==> config.mk <==
export PLATFORM = sky130hd
export DESIGN_NAME = delay_list_repeat_parser_unit_flat
export DESIGN_NICKNAME = d
export VERILOG_FILES = /design/src/hw/rtl/dlrp_pkg.sv /design/src/hw/rtl/dlrp_if.sv /design/src/hw/rtl/delay_list_repeat_parser_unit.sv /design/src/hw/rtl/dlrp_ctrl.sv /design/src/hw/rtl/dlrp_datapath.sv /design/src/flat_wrapper.sv
export SDC_FILE = /design/constraint.sdc
export NUM_CORES = 1
export LEC_CHECK = 0
export BUFFER_PORTS_ARGS = -buffer_cell sky130_fd_sc_hd__buf_2
export CORE_ASPECT_RATIO = 0.6
export CORE_UTILIZATION = 63
export DETAILED_ROUTE_END_ITERATION = 8
export PLACE_DENSITY = 0.85
export SLEW_MARGIN = 20
export SYNTH_ARGS = -nofsm -noshare
export SYNTH_HDL_FRONTEND = slang
export SYNTH_SLANG_ARGS = --single-unit
==> constraint.sdc <==
create_clock -name clk -period 5.8 [get_ports clk]
set_input_delay 0 -clock clk [delete_from_list [all_inputs] [get_ports clk]]
set_output_delay 0 -clock clk [all_outputs]
set_load 0.03 [all_outputs]
==> src/hw/rtl/dlrp_pkg.sv <==
// Package: shared types, codes and character helpers of the delay list parser.
`timescale 1ns / 1ps
`default_nettype none
package dlrp_pkg;

  localparam int STORE_DEPTH = 64;
  localparam int AW          = $clog2(STORE_DEPTH);
  localparam int CW          = AW + 1;

  localparam logic [7:0] ENTRY_MAX     = 8'h40;
  localparam logic [7:0] ENTRY_SPECIAL = 8'h80;

  localparam logic REQ_CHAR = 1'b0;
  localparam logic REQ_END  = 1'b1;

  localparam logic [7:0] CH_COMMA = 8'h2C;
  localparam logic [7:0] CH_OPEN  = 8'h7B;
  localparam logic [7:0] CH_CLOSE = 8'h7D;

  localparam logic [1:0] PH_EXPECT      = 2'd0;
  localparam logic [1:0] PH_NUMBER      = 2'd1;
  localparam logic [1:0] PH_AFTER_NUM   = 2'd2;
  localparam logic [1:0] PH_AFTER_CLOSE = 2'd3;

  localparam logic [2:0] TK_NONE  = 3'd0;
  localparam logic [2:0] TK_DIGIT = 3'd1;
  localparam logic [2:0] TK_OPEN  = 3'd2;
  localparam logic [2:0] TK_CLOSE = 3'd3;
  localparam logic [2:0] TK_COMMA = 3'd4;

  localparam logic [1:0] PF_NONE    = 2'd0;
  localparam logic [1:0] PF_ZERO    = 2'd1;
  localparam logic [1:0] PF_HEXWAIT = 2'd2;
  localparam logic [1:0] PF_DIGITS  = 2'd3;

  localparam logic [1:0] BASE_DEC = 2'd0;
  localparam logic [1:0] BASE_OCT = 2'd1;
  localparam logic [1:0] BASE_HEX = 2'd2;

  localparam logic [3:0] ERR_OK          = 4'd0;
  localparam logic [3:0] ERR_COMMA       = 4'd1;
  localparam logic [3:0] ERR_BAD_NUMBER  = 4'd2;
  localparam logic [3:0] ERR_CLOSE       = 4'd3;
  localparam logic [3:0] ERR_NO_COMMA    = 4'd4;
  localparam logic [3:0] ERR_RANGE       = 4'd5;
  localparam logic [3:0] ERR_TRAILING    = 4'd6;
  localparam logic [3:0] ERR_NO_COUNT    = 4'd7;
  localparam logic [3:0] ERR_EMPTY_GROUP = 4'd8;
  localparam logic [3:0] ERR_TOO_MANY    = 4'd9;
  localparam logic [3:0] ERR_COUNT_LOW   = 4'd10;
  localparam logic [3:0] ERR_OPEN_GROUP  = 4'd11;
  localparam logic [3:0] ERR_BAD_CHAR    = 4'd12;

  typedef struct packed {
    logic step;
    logic rep_rd;
    logic rep_wr;
    logic stat;
  } dlrp_cmd_t;

  typedef struct packed {
    logic out_free;
    logic end_req;
    logic replay;
    logic rep_done;
  } dlrp_stat_t;

  function automatic logic [4:0] hexval(input logic [7:0] c);
    logic [4:0] v;
    v = 5'd16;
    if (c >= "0" && c <= "9") v = 5'(c - "0");
    else if (c >= "a" && c <= "f") v = 5'(c - "a") + 5'd10;
    else if (c >= "A" && c <= "F") v = 5'(c - "A") + 5'd10;
    return v;
  endfunction

  function automatic logic is_blank(input logic [7:0] c);
    return (c == 8'h20) || (c >= 8'h09 && c <= 8'h0D);
  endfunction

  function automatic logic is_x(input logic [7:0] c);
    return (c == "x") || (c == "X");
  endfunction

  function automatic logic in_range(input logic [7:0] v);
    return (v <= ENTRY_MAX) || (v == ENTRY_SPECIAL);
  endfunction

endpackage
`default_nettype wire

==> src/hw/rtl/dlrp_if.sv <==
// Interfaces: character input channel and result output channel.
`timescale 1ns / 1ps
`default_nettype none
interface dlrp_in_if;
  logic       valid;
  logic       ready;
  logic       req_type;
  logic [7:0] char_code;

  modport source (output valid, output req_type, output char_code, input ready);
  modport sink   (input valid, input req_type, input char_code, output ready);
endinterface

interface dlrp_out_if;
  logic       valid;
  logic       ready;
  logic       is_status;
  logic [7:0] entry_value;
  logic [3:0] status_code;
  logic [6:0] entry_count;
  logic       last_of_run;

  modport source (output valid, output is_status, output entry_value, output status_code,
                  output entry_count, output last_of_run, input ready);
  modport sink   (input valid, input is_status, input entry_value, input status_code,
                  input entry_count, input last_of_run, output ready);
endinterface
`default_nettype wire

==> src/hw/rtl/delay_list_repeat_parser_unit.sv <==
// Top level: delay list parser with repeat groups, controller plus datapath.
//
// in_ch carries one item per character (req_type 0) or the end of the string
// (req_type 1). out_ch carries stored list entries and, for the end item, one
// status item with the error code and entry count; last_of_run marks the
// final result caused by an input item.
// A character's entry, if any, sits in the output register the cycle after
// the character is taken. A closing brace replays its group through the
// single-port entry store, each replayed entry a read, then a write and emit.
// The end item emits a pending entry, if any, then the status item. A new
// item is taken only while the controller is idle and the output register
// is empty or being drained. Reset (synchronous, active low) returns the
// parser to the start of a list and empties the output register; the entry
// store needs no clearing pass. When out_ch stalls, the result stays in the
// output register and intake or replay waits until it is taken.
`timescale 1ns / 1ps
`default_nettype none
module delay_list_repeat_parser_unit #(
  parameter int ENTRY_LIMIT = 64
) (
  input wire logic  clk,
  input wire logic  rst_n,
  dlrp_in_if.sink   in_ch,
  dlrp_out_if.source out_ch
);
  import dlrp_pkg::*;

  dlrp_cmd_t  cmd;
  dlrp_stat_t st;

  dlrp_ctrl u_ctrl (
    .clk      (clk),
    .rst_n    (rst_n),
    .in_valid (in_ch.valid),
    .in_ready (in_ch.ready),
    .st       (st),
    .cmd      (cmd)
  );

  dlrp_datapath #(
    .ENTRY_LIMIT (ENTRY_LIMIT)
  ) u_datapath (
    .clk             (clk),
    .rst_n           (rst_n),
    .cmd             (cmd),
    .st              (st),
    .in_req_type     (in_ch.req_type),
    .in_char_code    (in_ch.char_code),
    .out_ready       (out_ch.ready),
    .out_valid       (out_ch.valid),
    .out_is_status   (out_ch.is_status),
    .out_entry_value (out_ch.entry_value),
    .out_status_code (out_ch.status_code),
    .out_entry_count (out_ch.entry_count),
    .out_last_of_run (out_ch.last_of_run)
  );

endmodule
`default_nettype wire

==> src/hw/rtl/dlrp_ctrl.sv <==
// Controller: sequences item intake, group replay and the status item.
`timescale 1ns / 1ps
`default_nettype none
module dlrp_ctrl (
  input  wire logic                clk,
  input  wire logic                rst_n,
  input  wire logic                in_valid,
  output logic                     in_ready,
  input  wire dlrp_pkg::dlrp_stat_t st,
  output dlrp_pkg::dlrp_cmd_t      cmd
);
  import dlrp_pkg::*;

  localparam logic [1:0] S_IDLE   = 2'd0;
  localparam logic [1:0] S_REP_RD = 2'd1;
  localparam logic [1:0] S_REP_WR = 2'd2;
  localparam logic [1:0] S_STATUS = 2'd3;

  logic [1:0] state_r, state_nxt;

  always_comb begin
    state_nxt = state_r;
    cmd       = '0;
    in_ready  = 1'b0;
    case (state_r)
      S_IDLE: begin
        in_ready = st.out_free;
        if (in_valid && st.out_free) begin
          cmd.step = 1'b1;
          if (st.end_req) state_nxt = S_STATUS;
          else if (st.replay) state_nxt = S_REP_RD;
        end
      end
      S_REP_RD: begin
        cmd.rep_rd = 1'b1;
        state_nxt  = S_REP_WR;
      end
      S_REP_WR: begin
        if (st.out_free) begin
          cmd.rep_wr = 1'b1;
          state_nxt  = st.rep_done ? S_IDLE : S_REP_RD;
        end
      end
      S_STATUS: begin
        if (st.out_free) begin
          cmd.stat  = 1'b1;
          state_nxt = S_IDLE;
        end
      end
      default: state_nxt = S_IDLE;
    endcase
  end

  always_ff @(posedge clk) begin
    if (!rst_n) begin
      state_r <= S_IDLE;
    end else begin
      state_r <= state_nxt;
    end
  end

endmodule
`default_nettype wire

==> src/hw/rtl/dlrp_datapath.sv <==
// Datapath: character scanner, entry store, replay counters and output register.
`timescale 1ns / 1ps
`default_nettype none
module dlrp_datapath #(
  parameter int ENTRY_LIMIT = 64
) (
  input  wire logic                clk,
  input  wire logic                rst_n,
  input  wire dlrp_pkg::dlrp_cmd_t cmd,
  output dlrp_pkg::dlrp_stat_t     st,
  input  wire logic                in_req_type,
  input  wire logic [7:0]          in_char_code,
  input  wire logic                out_ready,
  output logic                     out_valid,
  output logic                     out_is_status,
  output logic [7:0]               out_entry_value,
  output logic [3:0]               out_status_code,
  output logic [6:0]               out_entry_count,
  output logic                     out_last_of_run
);
  import dlrp_pkg::*;

  localparam int LIMIT = (ENTRY_LIMIT < STORE_DEPTH) ? ENTRY_LIMIT : STORE_DEPTH;
  localparam logic [CW-1:0] LIMIT_C = CW'(LIMIT);

  logic [1:0]    phase_r, phase_nxt;
  logic [2:0]    tok_r, tok_nxt;
  logic          gopen_r, gopen_nxt;
  logic [7:0]    acc_r, acc_nxt;
  logic [1:0]    base_r, base_nxt;
  logic [1:0]    pfx_r, pfx_nxt;
  logic [7:0]    rep_r, rep_nxt;
  logic [CW-1:0] gstart_r, gstart_nxt;
  logic [CW-1:0] cnt_r, cnt_nxt;
  logic          err_r, err_nxt;
  logic [3:0]    ecode_r, ecode_nxt;

  logic [7:0]    copies_r;
  logic [CW-1:0] idx_r;
  logic [CW-1:0] len_r;
  logic [7:0]    rd_data_r;
  logic [7:0]    store_mem [STORE_DEPTH];

  logic          out_valid_r;
  logic          out_is_status_r;
  logic [7:0]    out_value_r;
  logic [3:0]    out_code_r;
  logic [6:0]    out_count_r;
  logic          out_last_r;

  logic [7:0]  c;
  logic [4:0]  hv;
  logic [4:0]  radix;
  logic [11:0] t;
  logic        go_after, do_store, close_store, store_ok, fail_en, replay;
  logic [3:0]  fail_code;
  logic [7:0]  store_val;
  logic        step_last;

  always_comb begin
    c           = in_char_code;
    hv          = hexval(c);
    radix       = (base_r == BASE_HEX) ? 5'd16 : ((base_r == BASE_OCT) ? 5'd8 : 5'd10);
    t           = 12'(acc_r) * 12'(radix) + 12'(hv);
    phase_nxt   = phase_r;
    tok_nxt     = tok_r;
    gopen_nxt   = gopen_r;
    acc_nxt     = acc_r;
    base_nxt    = base_r;
    pfx_nxt     = pfx_r;
    rep_nxt     = rep_r;
    gstart_nxt  = gstart_r;
    cnt_nxt     = cnt_r;
    err_nxt     = err_r;
    ecode_nxt   = ecode_r;
    go_after    = 1'b0;
    do_store    = 1'b0;
    close_store = 1'b0;
    store_ok    = 1'b0;
    fail_en     = 1'b0;
    fail_code   = ERR_OK;
    store_val   = acc_r;

    if (!err_r) begin
      if (in_req_type == REQ_CHAR) begin
        case (phase_r)
          PH_EXPECT: begin
            if (!is_blank(c)) begin
              if (hv < 5'd10) begin
                base_nxt  = BASE_DEC;
                acc_nxt   = 8'(hv);
                pfx_nxt   = (hv == 5'd0) ? PF_ZERO : PF_DIGITS;
                phase_nxt = PH_NUMBER;
              end else if (hv < 5'd16) begin
                fail_en = 1'b1; fail_code = ERR_BAD_NUMBER;
              end else if (c == CH_COMMA) begin
                fail_en = 1'b1; fail_code = ERR_COMMA;
              end else if (c == CH_OPEN) begin
                fail_en = 1'b1; fail_code = ERR_NO_COUNT;
              end else if (c == CH_CLOSE) begin
                fail_en = 1'b1;
                if (!gopen_r) fail_code = ERR_CLOSE;
                else if (tok_r == TK_OPEN) fail_code = ERR_EMPTY_GROUP;
                else fail_code = ERR_TRAILING;
              end else begin
                fail_en = 1'b1; fail_code = ERR_BAD_CHAR;
              end
            end
          end
          PH_NUMBER: begin
            if (pfx_r == PF_ZERO) begin
              if (is_x(c)) begin
                base_nxt = BASE_HEX;
                pfx_nxt  = PF_HEXWAIT;
              end else if (hv < 5'd8) begin
                base_nxt = BASE_OCT;
                acc_nxt  = 8'(hv);
                pfx_nxt  = PF_DIGITS;
              end else if (hv < 5'd16) begin
                fail_en = 1'b1; fail_code = ERR_BAD_NUMBER;
              end else begin
                go_after = 1'b1;
              end
            end else if (pfx_r == PF_HEXWAIT) begin
              if (hv < 5'd16) begin
                acc_nxt = 8'(hv);
                pfx_nxt = PF_DIGITS;
              end else begin
                // a lone 0x prefix is a bad number however it ends
                fail_en = 1'b1; fail_code = ERR_BAD_NUMBER;
              end
            end else begin
              if (hv < radix) begin
                acc_nxt = (t > 12'd255) ? 8'hFF : t[7:0];
              end else if (hv < 5'd16 || is_x(c)) begin
                fail_en = 1'b1; fail_code = ERR_BAD_NUMBER;
              end else begin
                go_after = 1'b1;
              end
            end
            if (go_after) begin
              pfx_nxt   = PF_NONE;
              tok_nxt   = TK_DIGIT;
              phase_nxt = PH_AFTER_NUM;
            end
          end
          PH_AFTER_NUM: go_after = 1'b1;
          default: begin
            if (!is_blank(c)) begin
              if (c == CH_COMMA) begin
                tok_nxt   = TK_COMMA;
                phase_nxt = PH_EXPECT;
              end else if (c == CH_CLOSE) begin
                fail_en = 1'b1; fail_code = ERR_CLOSE;
              end else if (hv < 5'd16 || c == CH_OPEN) begin
                fail_en = 1'b1; fail_code = ERR_NO_COMMA;
              end else begin
                fail_en = 1'b1; fail_code = ERR_BAD_CHAR;
              end
            end
          end
        endcase

        if (go_after && !is_blank(c)) begin
          if (c == CH_COMMA) begin
            do_store  = 1'b1;
            tok_nxt   = TK_COMMA;
            phase_nxt = PH_EXPECT;
          end else if (c == CH_OPEN) begin
            if (gopen_r) begin
              fail_en = 1'b1; fail_code = ERR_NO_COMMA;
            end else if (acc_r == 8'd0) begin
              fail_en = 1'b1; fail_code = ERR_COUNT_LOW;
            end else begin
              rep_nxt    = acc_r;
              gstart_nxt = cnt_r;
              gopen_nxt  = 1'b1;
              tok_nxt    = TK_OPEN;
              phase_nxt  = PH_EXPECT;
            end
          end else if (c == CH_CLOSE) begin
            if (!gopen_r) begin
              fail_en = 1'b1; fail_code = ERR_CLOSE;
            end else begin
              do_store    = 1'b1;
              close_store = 1'b1;
              gopen_nxt   = 1'b0;
              tok_nxt     = TK_CLOSE;
              phase_nxt   = PH_AFTER_CLOSE;
            end
          end else if (hv < 5'd16) begin
            fail_en = 1'b1; fail_code = ERR_NO_COMMA;
          end else begin
            fail_en = 1'b1; fail_code = ERR_BAD_CHAR;
          end
        end
      end else begin
        if (phase_r == PH_NUMBER && pfx_r == PF_HEXWAIT) begin
          fail_en = 1'b1; fail_code = ERR_BAD_NUMBER;
        end else if (phase_r == PH_NUMBER || phase_r == PH_AFTER_NUM) begin
          if (gopen_r) begin
            fail_en = 1'b1; fail_code = ERR_OPEN_GROUP;
          end else begin
            do_store = 1'b1;
          end
        end else if (gopen_r) begin
          fail_en = 1'b1; fail_code = ERR_OPEN_GROUP;
        end else if (tok_r == TK_COMMA) begin
          fail_en = 1'b1; fail_code = ERR_TRAILING;
        end
      end
    end

    if (do_store) begin
      if (!in_range(store_val)) begin
        fail_en = 1'b1; fail_code = ERR_RANGE;
      end else if (cnt_r >= LIMIT_C) begin
        fail_en = 1'b1; fail_code = ERR_TOO_MANY;
      end else begin
        store_ok = 1'b1;
        cnt_nxt  = cnt_r + CW'(1);
      end
    end
    if (fail_en) begin
      err_nxt   = 1'b1;
      ecode_nxt = fail_code;
    end
  end

  assign replay    = close_store && store_ok && (rep_r > 8'd1);
  assign step_last = (in_req_type == REQ_END) ? 1'b0
                   : !(replay && (({1'b0, cnt_r} + 8'(1)) < {1'b0, LIMIT_C}));

  logic          idx_last, rep_final, rep_full, rep_last;
  logic [AW-1:0] rd_addr;
  logic          load_entry, mem_we;
  logic [7:0]    mem_wd;

  assign idx_last   = (idx_r + CW'(1)) == len_r;
  assign rep_final  = idx_last && (copies_r == 8'd1);
  assign rep_full   = cnt_r >= LIMIT_C;
  assign rep_last   = rep_final || (({1'b0, cnt_r} + 8'(1)) >= {1'b0, LIMIT_C});
  assign rd_addr    = AW'(gstart_r + idx_r);
  assign load_entry = (cmd.step && store_ok) || (cmd.rep_wr && !rep_full);
  assign mem_we     = load_entry;
  assign mem_wd     = cmd.rep_wr ? rd_data_r : store_val;

  assign st.out_free = !out_valid_r || out_ready;
  assign st.end_req  = (in_req_type == REQ_END);
  assign st.replay   = replay;
  assign st.rep_done = rep_full || rep_final;

  always_ff @(posedge clk) begin
    if (!rst_n || cmd.stat) begin
      phase_r  <= PH_EXPECT;
      tok_r    <= TK_NONE;
      gopen_r  <= 1'b0;
      acc_r    <= 8'd0;
      base_r   <= BASE_DEC;
      pfx_r    <= PF_NONE;
      rep_r    <= 8'd0;
      gstart_r <= '0;
      cnt_r    <= '0;
      err_r    <= 1'b0;
      ecode_r  <= ERR_OK;
    end else if (cmd.step) begin
      phase_r  <= phase_nxt;
      tok_r    <= tok_nxt;
      gopen_r  <= gopen_nxt;
      acc_r    <= acc_nxt;
      base_r   <= base_nxt;
      pfx_r    <= pfx_nxt;
      rep_r    <= rep_nxt;
      gstart_r <= gstart_nxt;
      cnt_r    <= cnt_nxt;
      err_r    <= err_nxt;
      ecode_r  <= ecode_nxt;
    end else if (cmd.rep_wr) begin
      if (rep_full) begin
        err_r   <= 1'b1;
        ecode_r <= ERR_TOO_MANY;
      end else begin
        cnt_r <= cnt_r + CW'(1);
      end
    end
  end

  // replay bookkeeping: copies left and position inside the group
  always_ff @(posedge clk) begin
    if (cmd.step && replay) begin
      copies_r <= rep_r - 8'd1;
      idx_r    <= '0;
      len_r    <= cnt_r - gstart_r + CW'(1);
    end else if (cmd.rep_wr && !rep_full) begin
      if (idx_last) begin
        idx_r    <= '0;
        copies_r <= copies_r - 8'd1;
      end else begin
        idx_r <= idx_r + CW'(1);
      end
    end
  end

  always_ff @(posedge clk) begin
    if (mem_we) store_mem[cnt_r[AW-1:0]] <= mem_wd;
    if (cmd.rep_rd) rd_data_r <= store_mem[rd_addr];
  end

  always_ff @(posedge clk) begin
    if (!rst_n) begin
      out_valid_r <= 1'b0;
    end else if (load_entry || cmd.stat) begin
      out_valid_r <= 1'b1;
    end else if (out_ready) begin
      out_valid_r <= 1'b0;
    end
  end

  always_ff @(posedge clk) begin
    if (load_entry) begin
      out_is_status_r <= 1'b0;
      out_value_r     <= mem_wd;
      out_code_r      <= ERR_OK;
      out_count_r     <= 7'd0;
      out_last_r      <= cmd.rep_wr ? rep_last : step_last;
    end else if (cmd.stat) begin
      out_is_status_r <= 1'b1;
      out_value_r     <= 8'd0;
      out_code_r      <= err_r ? ecode_r : ERR_OK;
      out_count_r     <= err_r ? 7'd0 : 7'(cnt_r);
      out_last_r      <= 1'b1;
    end
  end

  assign out_valid       = out_valid_r;
  assign out_is_status   = out_is_status_r;
  assign out_entry_value = out_value_r;
  assign out_status_code = out_code_r;
  assign out_entry_count = out_count_r;
  assign out_last_of_run = out_last_r;

  a_cnt_bound: assert property (@(posedge clk) disable iff (!rst_n)
    cnt_r <= LIMIT_C)
    else $error("entry count past limit");

  a_stat_clears: assert property (@(posedge clk) disable iff (!rst_n)
    cmd.stat |=> (cnt_r == '0) && !err_r && !gopen_r && (phase_r == PH_EXPECT))
    else $error("parser state not cleared after status item");

  a_no_store_after_err: assert property (@(posedge clk) disable iff (!rst_n)
    (err_r && cmd.step) |-> !store_ok)
    else $error("entry stored after latched error");

  a_replay_src: assert property (@(posedge clk) disable iff (!rst_n)
    (cmd.rep_wr && !rep_full) |-> (({1'b0, gstart_r} + {1'b0, idx_r}) < {1'b0, cnt_r}))
    else $error("replay reads an entry not yet stored");

endmodule
`default_nettype wire
==> src/flat_wrapper.sv <==
// flat-port wrapper written by rule: the top's interface ports become plain ports
module delay_list_repeat_parser_unit_flat import dlrp_pkg::*;
#(
  parameter int ENTRY_LIMIT = 64
)
  (clk, rst_n, in_ch_valid, in_ch_req_type, in_ch_char_code, in_ch_ready, out_ch_valid, out_ch_is_status, out_ch_entry_value, out_ch_status_code, out_ch_entry_count, out_ch_last_of_run, out_ch_ready);
  dlrp_in_if in_ch_i ();
  dlrp_out_if out_ch_i ();
  input wire logic clk;
  input wire logic rst_n;
  input wire logic [$bits(in_ch_i.valid)-1:0] in_ch_valid;
  input wire logic [$bits(in_ch_i.req_type)-1:0] in_ch_req_type;
  input wire logic [$bits(in_ch_i.char_code)-1:0] in_ch_char_code;
  output wire logic [$bits(in_ch_i.ready)-1:0] in_ch_ready;
  output wire logic [$bits(out_ch_i.valid)-1:0] out_ch_valid;
  output wire logic [$bits(out_ch_i.is_status)-1:0] out_ch_is_status;
  output wire logic [$bits(out_ch_i.entry_value)-1:0] out_ch_entry_value;
  output wire logic [$bits(out_ch_i.status_code)-1:0] out_ch_status_code;
  output wire logic [$bits(out_ch_i.entry_count)-1:0] out_ch_entry_count;
  output wire logic [$bits(out_ch_i.last_of_run)-1:0] out_ch_last_of_run;
  input wire logic [$bits(out_ch_i.ready)-1:0] out_ch_ready;
  assign in_ch_i.valid = in_ch_valid;
  assign in_ch_i.req_type = in_ch_req_type;
  assign in_ch_i.char_code = in_ch_char_code;
  assign in_ch_ready = in_ch_i.ready;
  assign out_ch_valid = out_ch_i.valid;
  assign out_ch_is_status = out_ch_i.is_status;
  assign out_ch_entry_value = out_ch_i.entry_value;
  assign out_ch_status_code = out_ch_i.status_code;
  assign out_ch_entry_count = out_ch_i.entry_count;
  assign out_ch_last_of_run = out_ch_i.last_of_run;
  assign out_ch_i.ready = out_ch_ready;
  delay_list_repeat_parser_unit #(.ENTRY_LIMIT(ENTRY_LIMIT)) u_core (.clk(clk), .rst_n(rst_n), .in_ch(in_ch_i), .out_ch(out_ch_i));
endmodule
-- Yosys cells after proc, flatten, opt, wreduce, memory -nomap -nowiden
Memory sizes are Yosys's and may differ from the RTL's. A register that Yosys moved wholly into a read port is not among the register bits.
Cells that the tools add are included.
- register bits: 91
- latch bits: 0
- bits in writable memories: 512
- bits in read-only memories: 0
- input port bits: 13
- output and inout bits: 23
- logic and storage cells: 352
- memories kept: 1
- add/subtract/negate cells: 14
- multiply operators: 1
- div/mod/pow operators: 0
- $lt $le $gt $ge: 18
- equal/unequal tests: 38
- shifts and indexed selects: 0
- multiplexer cells: 200
- bitwise gates (word level): 5
- reduce and logical (&&, ||, !) cells: 54
- memories (memory ; depth ; bits a word ; read ports ; clocked after Yosys merged registers in ; write ports ; line ; RTL):
    u_core.u_datapath.store_mem ; 64 ; 8 ; 1 ; 1 ; 1 ; dlrp_datapath.sv:42 ; logic [7:0] store_mem [STORE_DEPTH];
- operator list (cell ; number):
    $mux W4 ; 36
    $mux W8 ; 15
    $mux W1 ; 80
    $mux W2 ; 38
    $mux W7 ; 7
    $mux W3 ; 11
    $eq A8 B7 Y1 const B ; 4
    $ge A8 B7 Y1 const B ; 3
    $le A8 B7 Y1 const B ; 3
    $add A7 B1 Y7 const B ; 3
    $mux W5 ; 4
    $eq A8 B6 Y1 const B ; 2
    $pmux W8 S2 ; 1
    $reduce_and A8 Y1 ; 2
    $reduce_bool A2 Y1 ; 8
    $sub A8 B1 Y8 const B ; 2
    $logic_and A1 B1 Y1 ; 14
    $add A12 B5 Y12 ; 1
    $gt A12 B8 Y1 const B ; 1
    $logic_or A1 B1 Y1 ; 12
    $mul A8 B5 Y12 ; 1
    $ne A2 B2 Y1 const B ; 6
    $ne A3 B3 Y1 const B ; 4
    $pmux W4 S3 ; 1
    45 further kinds ; 71

-- Longest topological paths before layout
- depth after elaboration: 29
- gate-level depth with buffers: 23
- depth with buffers taken out: 22

-- Cells and area by module
A second synthesis with hierarchy kept.
- cells, all modules: 1673
- area, all modules: 27203.6 µm²
- modules (own cells, without submodules) (module ; times used ; cells an instance ; area each (µm²)):
    dlrp_datapath ; 1 ; 1657 ; 27063.5
    dlrp_ctrl ; 1 ; 16 ; 140.1

-- Worst setup path after synthesis
Ideal clock, no wire load.
- path type: input to register
- start: input port in_ch_char_code[1]
- end: register u_core.u_datapath.acc_r[0]
- arrival: 4.498 ns
- data required time: 5.672 ns
- setup slack: 1.175 ns
- cell stages on the path: 22
- cells stage by stage: inv_1 > ha_1 > nor2_1 > a21oi_4 > a21oi_2 > nor3_4 > inv_2 > ha_1 > ha_1 > fa_1 > inv_1 > fa_1 > nor2b_1 > o21ai_0 > a21oi_1 > nor3_1 > or4_1 > o2bb2a_1 > buf_1 > o21ai_0 > mux2i_1 > nor2_1
- cells in the longest elaborated chain, start to end: 12
- elaborated cells between the ends (all ways): 48
- RTL lines (item ; line ; RTL):
    from (decl) ; flat_wrapper.sv:13 ; input wire logic [$bits(in_ch_i.char_code)-1:0] in_ch_char_code;
    $sub A5 B1 Y5 (tied with other cells) ; dlrp_pkg.sv:72, dlrp_pkg.sv:73 ;
    $add A5 B4 Y5 / $logic_and A1 B1 Y1 (equally long branches) ; dlrp_pkg.sv:72, dlrp_pkg.sv:73 ;
    $mux W5 ; dlrp_pkg.sv:73 ; else if (c >= "A" && c <= "F") v = 5'(c - "A") + 5'd10;
    $mux W5 ; dlrp_pkg.sv:72 ; else if (c >= "a" && c <= "f") v = 5'(c - "a") + 5'd10;
    $mux W5 ; dlrp_pkg.sv:71 ; if (c >= "0" && c <= "9") v = 5'(c - "0");
    $add A12 B5 Y12 ; dlrp_datapath.sv:64 ; t = 12'(acc_r) * 12'(radix) + 12'(hv);
    $gt A12 B8 Y1 ; dlrp_datapath.sv:134 ; acc_nxt = (t > 12'd255) ? 8'hFF : t[7:0];
    $mux W8 ; dlrp_datapath.sv:134 ;
    $mux W8 ; dlrp_datapath.sv:133 ; if (hv < radix) begin
    $mux W8 ; dlrp_datapath.sv:124 ; end else if (pfx_r == PF_HEXWAIT) begin
    $mux W8 ; dlrp_datapath.sv:111 ; if (pfx_r == PF_ZERO) begin
    $pmux W8 S2 ; dlrp_datapath.sv:86 ; case (phase_r)
    to (signal assigned) ; dlrp_datapath.sv:270 ; acc_r <= acc_nxt;
    to (decl) ; dlrp_datapath.sv:29 ; logic [7:0] acc_r, acc_nxt;
Parallel ways exist; a longest one is shown, timed or not. The select of a mux whose other input is x is not followed.
A chain may end at the register's enable or synchronous reset.

-- Worst setup path in the final report
Ends and elaborated chain as after synthesis.

==> results.json <==
{
  "status": "complete, no violations",
  "cts_tree": "built",
  "yosysUniqueCellTypes": 88,
  "period_share_pct": 85.42,
  "cp_max_fo": 8,
  "fin_setup_tns_ns": 0,
  "tightest_slew_ns": 1.069,
  "place_area_um2": 28170,
  "r2r_end": "u_core.u_datapath.acc_r[0]",
  "grt_overflow": 0,
  "fin_area_um2": 29890,
  "grt_pass1_wl_um": 103300,
  "worst_slack_ns": 0.8456,
  "clk-insertion-delay-late_ns": 0.61,
  "hold_depth": 6,
  "synth_warnings": 0,
  "power.leakage_uw": 0.009970,
  "layout_commonest_cell": "edfxtp_1",
  "dp_slack_ns": 0.4117,
  "fp-row-count": 58,
  "clkTransAtPathRegs_ns": 0.08,
  "antenna_found_initial": 3,
  "numPortBuffers": 35,
  "cts_buffers": 51,
  "r2r_setup_slack_ns": 1.00,
  "clock_sinks": 611,
  "firstDrtPassIters": 8,
  "cellPowerDensity_nw_per_um2": 383.0,
  "ant_nets": 0,
  "arrival_ns": 5.43,
  "gp_congestion": 0.9880,
  "layout.nets": 1834,
  "drt_wl_total_um": 70070,
  "die_h_um": 162.7,
  "synth_top_area_share_pct": 60.23,
  "synth.cell_area_um2": 27120,
  "ff2ff_path_depth": 17,
  "vias": 16440,
  "grt_pass1_vias": 15620,
  "total_power_uw": 11450,
  "slew_viol_final": 0,
  "hold_path_startpoint": "in_ch_char_code[6]",
  "hold_viol": 0,
  "synth_top_area_cell": "edfxtp_1",
  "setup_viol": 0,
  "synth-edff-count": 544,
  "path_class": "in2reg",
  "die-area_um2": 43910,
  "synth.area.top_cells": "edfxtp_1 60%, mux4_2 13%, dfxtp_1 4.9%",
  "final_cell_mix": "544 x edfxtp_1, 160 x mux4_2, 96 x nand2_1, 94 x a21oi_1, 92 x nor2_1",
  "r2r-start": "u_core.u_datapath.base_r[0]",
  "area_growth_pct": 10.19,
  "required_ns": 6.28,
  "grt_max_degree": 65,
  "start_kind": "primary input",
  "ios": 36,
  "wl_per_cell_um": 29.61,
  "min_to": "u_core.u_datapath.gopen_r",
  "die_x_um": 269.9,
  "synthFlopType": "edfxtp_1",
  "rsz0062_at_grt": "no",
  "synthCells": 1694,
  "hpwl_um": 44790,
  "cts-htree-levels": 2,
  "yosysSeqAreaShare_pct": 65.18,
  "hold_ws_ns": 0.08526,
  "slew_headroom_pct": 26.87,
  "ys_ff_latch": 611,
  "cp-end-kind": "register",
  "drt_iter0_markers": 2392,
  "async_flop_share_pct": 0,
  "peakVddDrop_mv": 0.3073,
  "hold_path.class": "in2reg",
  "start_util_pct": 64.33,
  "worst_clock_skew_ns": 0.02922,
  "drive_gt1_share_pct": 21.55,
  "cap_violations": 0,
  "cts.path.max_buffers": 3,
  "root_buffer": "clkbuf_16",
  "num_antenna_cells": 0,
  "drc_errors": 0,
  "core_um2": 42160,
  "avgSynthCellArea_um2": 16.01,
  "cts_setup_buffers": 0,
  "fmax_mhz": 201.8,
  "cts_resized": 0,
  "fin_crit_ns": 4.954,
  "vias_per_cell": 6.950,
  "grt_usage_pct": 32.50,
  "hold_buffers": 5
}
## worst max-delay path: stages
cell	delay (ns)
buf_2	0.14
inv_1	0.16
ha_1	0.41
nor3b_4	0.11
nor3_1	0.33
a21oi_2	0.10
nor3_4	0.33
inv_2	0.14
ha_1	0.33
ha_1	0.33
fa_1	0.60
inv_1	0.09
fa_1	0.46
nor2b_1	0.12
o21ai_0	0.11
a21oi_1	0.26
nor3_1	0.11
or4_1	0.51
o2bb2a_1	0.43
o21ai_0	0.13
mux2i_1	0.17
nor2_1	0.05
## cells by family after synthesis
kind of cell / share of synthesized area, %
flops: 65.18
mux: 14.52
compound gates: 5.481
xor+xnor: 1.453
other cells: 0.02769
buf+inv: 2.256
fa+ha+maj: 3.377
simple gates: 7.713
## layer usage
layer	share of wire (%)	track usage [%]	vias to the layer above
met2	44	46.49	1257
met3	15	10.51	128
met1	40	49.28	8274
met4	2.1	6.870	2
li1	-	-	6783
met5	0.019	0	-
## through the flow
step | instances | utilization, %
after floorplan | 1698 | -
after global placement | 2266 | 66.78
after detailed placement | 2266 | 66.80
after CTS | 2366 | 70.88
after global routing | 2366 | 70.88
final | 2366 | 70.88
## cells in the mapped netlist (5+ instances only)
cell type and n:
buf_1 18, and2_1 17, mux2_2 11, nand2_1 96, a31oi_1 12, a21o_1 7
and3_1 11, a211o_1 7, nand3_1 29, edfxtp_1 544, mux4_2 160, a211oi_1 18
nor4_1 33, nor3_1 29, inv_1 53, dfxtp_1 67, or3_1 10, nand2b_1 12
o22ai_1 6, nor3b_1 5, o21ai_0 30, clkbuf_1 63, o21a_1 6, buf_2 9
fa_1 9, xor2_1 13, nand4_1 5, ha_1 58, a21oi_1 94, xnor2_1 32
nor2_2 8, nor2b_1 19, nor2_1 93, mux2i_1 21
## worst max path at each step
stage,from,to,slack [ns],cells after the start
floorplan,in_ch_char_code[1],u_core.u_datapath.acc_r[0],1.17,22
global placement,in_ch_char_code[1],u_core.u_datapath.acc_r[0],0.69,22
detailed placement,in_ch_char_code[1],u_core.u_datapath.acc_r[0],0.41,22
CTS,in_ch_char_code[1],u_core.u_datapath.acc_r[0],0.99,22
global route,in_ch_char_code[1],u_core.u_datapath.acc_r[0],0.62,22
finish,in_ch_char_code[1],u_core.u_datapath.acc_r[0],0.85,22
## area by class of cell
cell class / instances / area [µm²]
sequential: 611 / 17680
clock buffer: 59 / 1338
timing repair buffer: 99 / 705.7
clock inverter: 36 / 331.6
multi-input combinational: 935 / 8910
fill: 2514 / 12280
tap: 570 / 713.2
inverter: 56 / 210.2
## state kept, by name, indices dropped and copies added (netlist names), 7 cells and up
signal / flops
u_core.u_datapath.idx_r: 7
u_core.u_datapath.out_entry_count: 7
u_core.u_datapath.rep_r: 8
u_core.u_datapath.len_r: 7
u_core.u_datapath.cnt_r: 7
u_core.u_datapath.copies_r: 8
u_core.u_datapath.acc_r: 8
u_core.u_datapath.rd_data_r: 8
u_core.u_datapath.gstart_r: 7
u_core.u_datapath.out_entry_value: 8
u_core.u_datapath.store_mem: 512
## power by group
| group | switching, µW | leakage [µW] | internal, µW | total [µW] |
|---|---|---|---|---|
| sequential | 66.5 | 0.00559 | 4920 | 4980 |
| combinational | 1610 | 0.00357 | 1340 | 2950 |
| clock | 1630 | 0.000816 | 1890 | 3520 |
| total | 3300 | 0.00997 | 8140 | 11400 |
(Power assumes the default switching activity.)
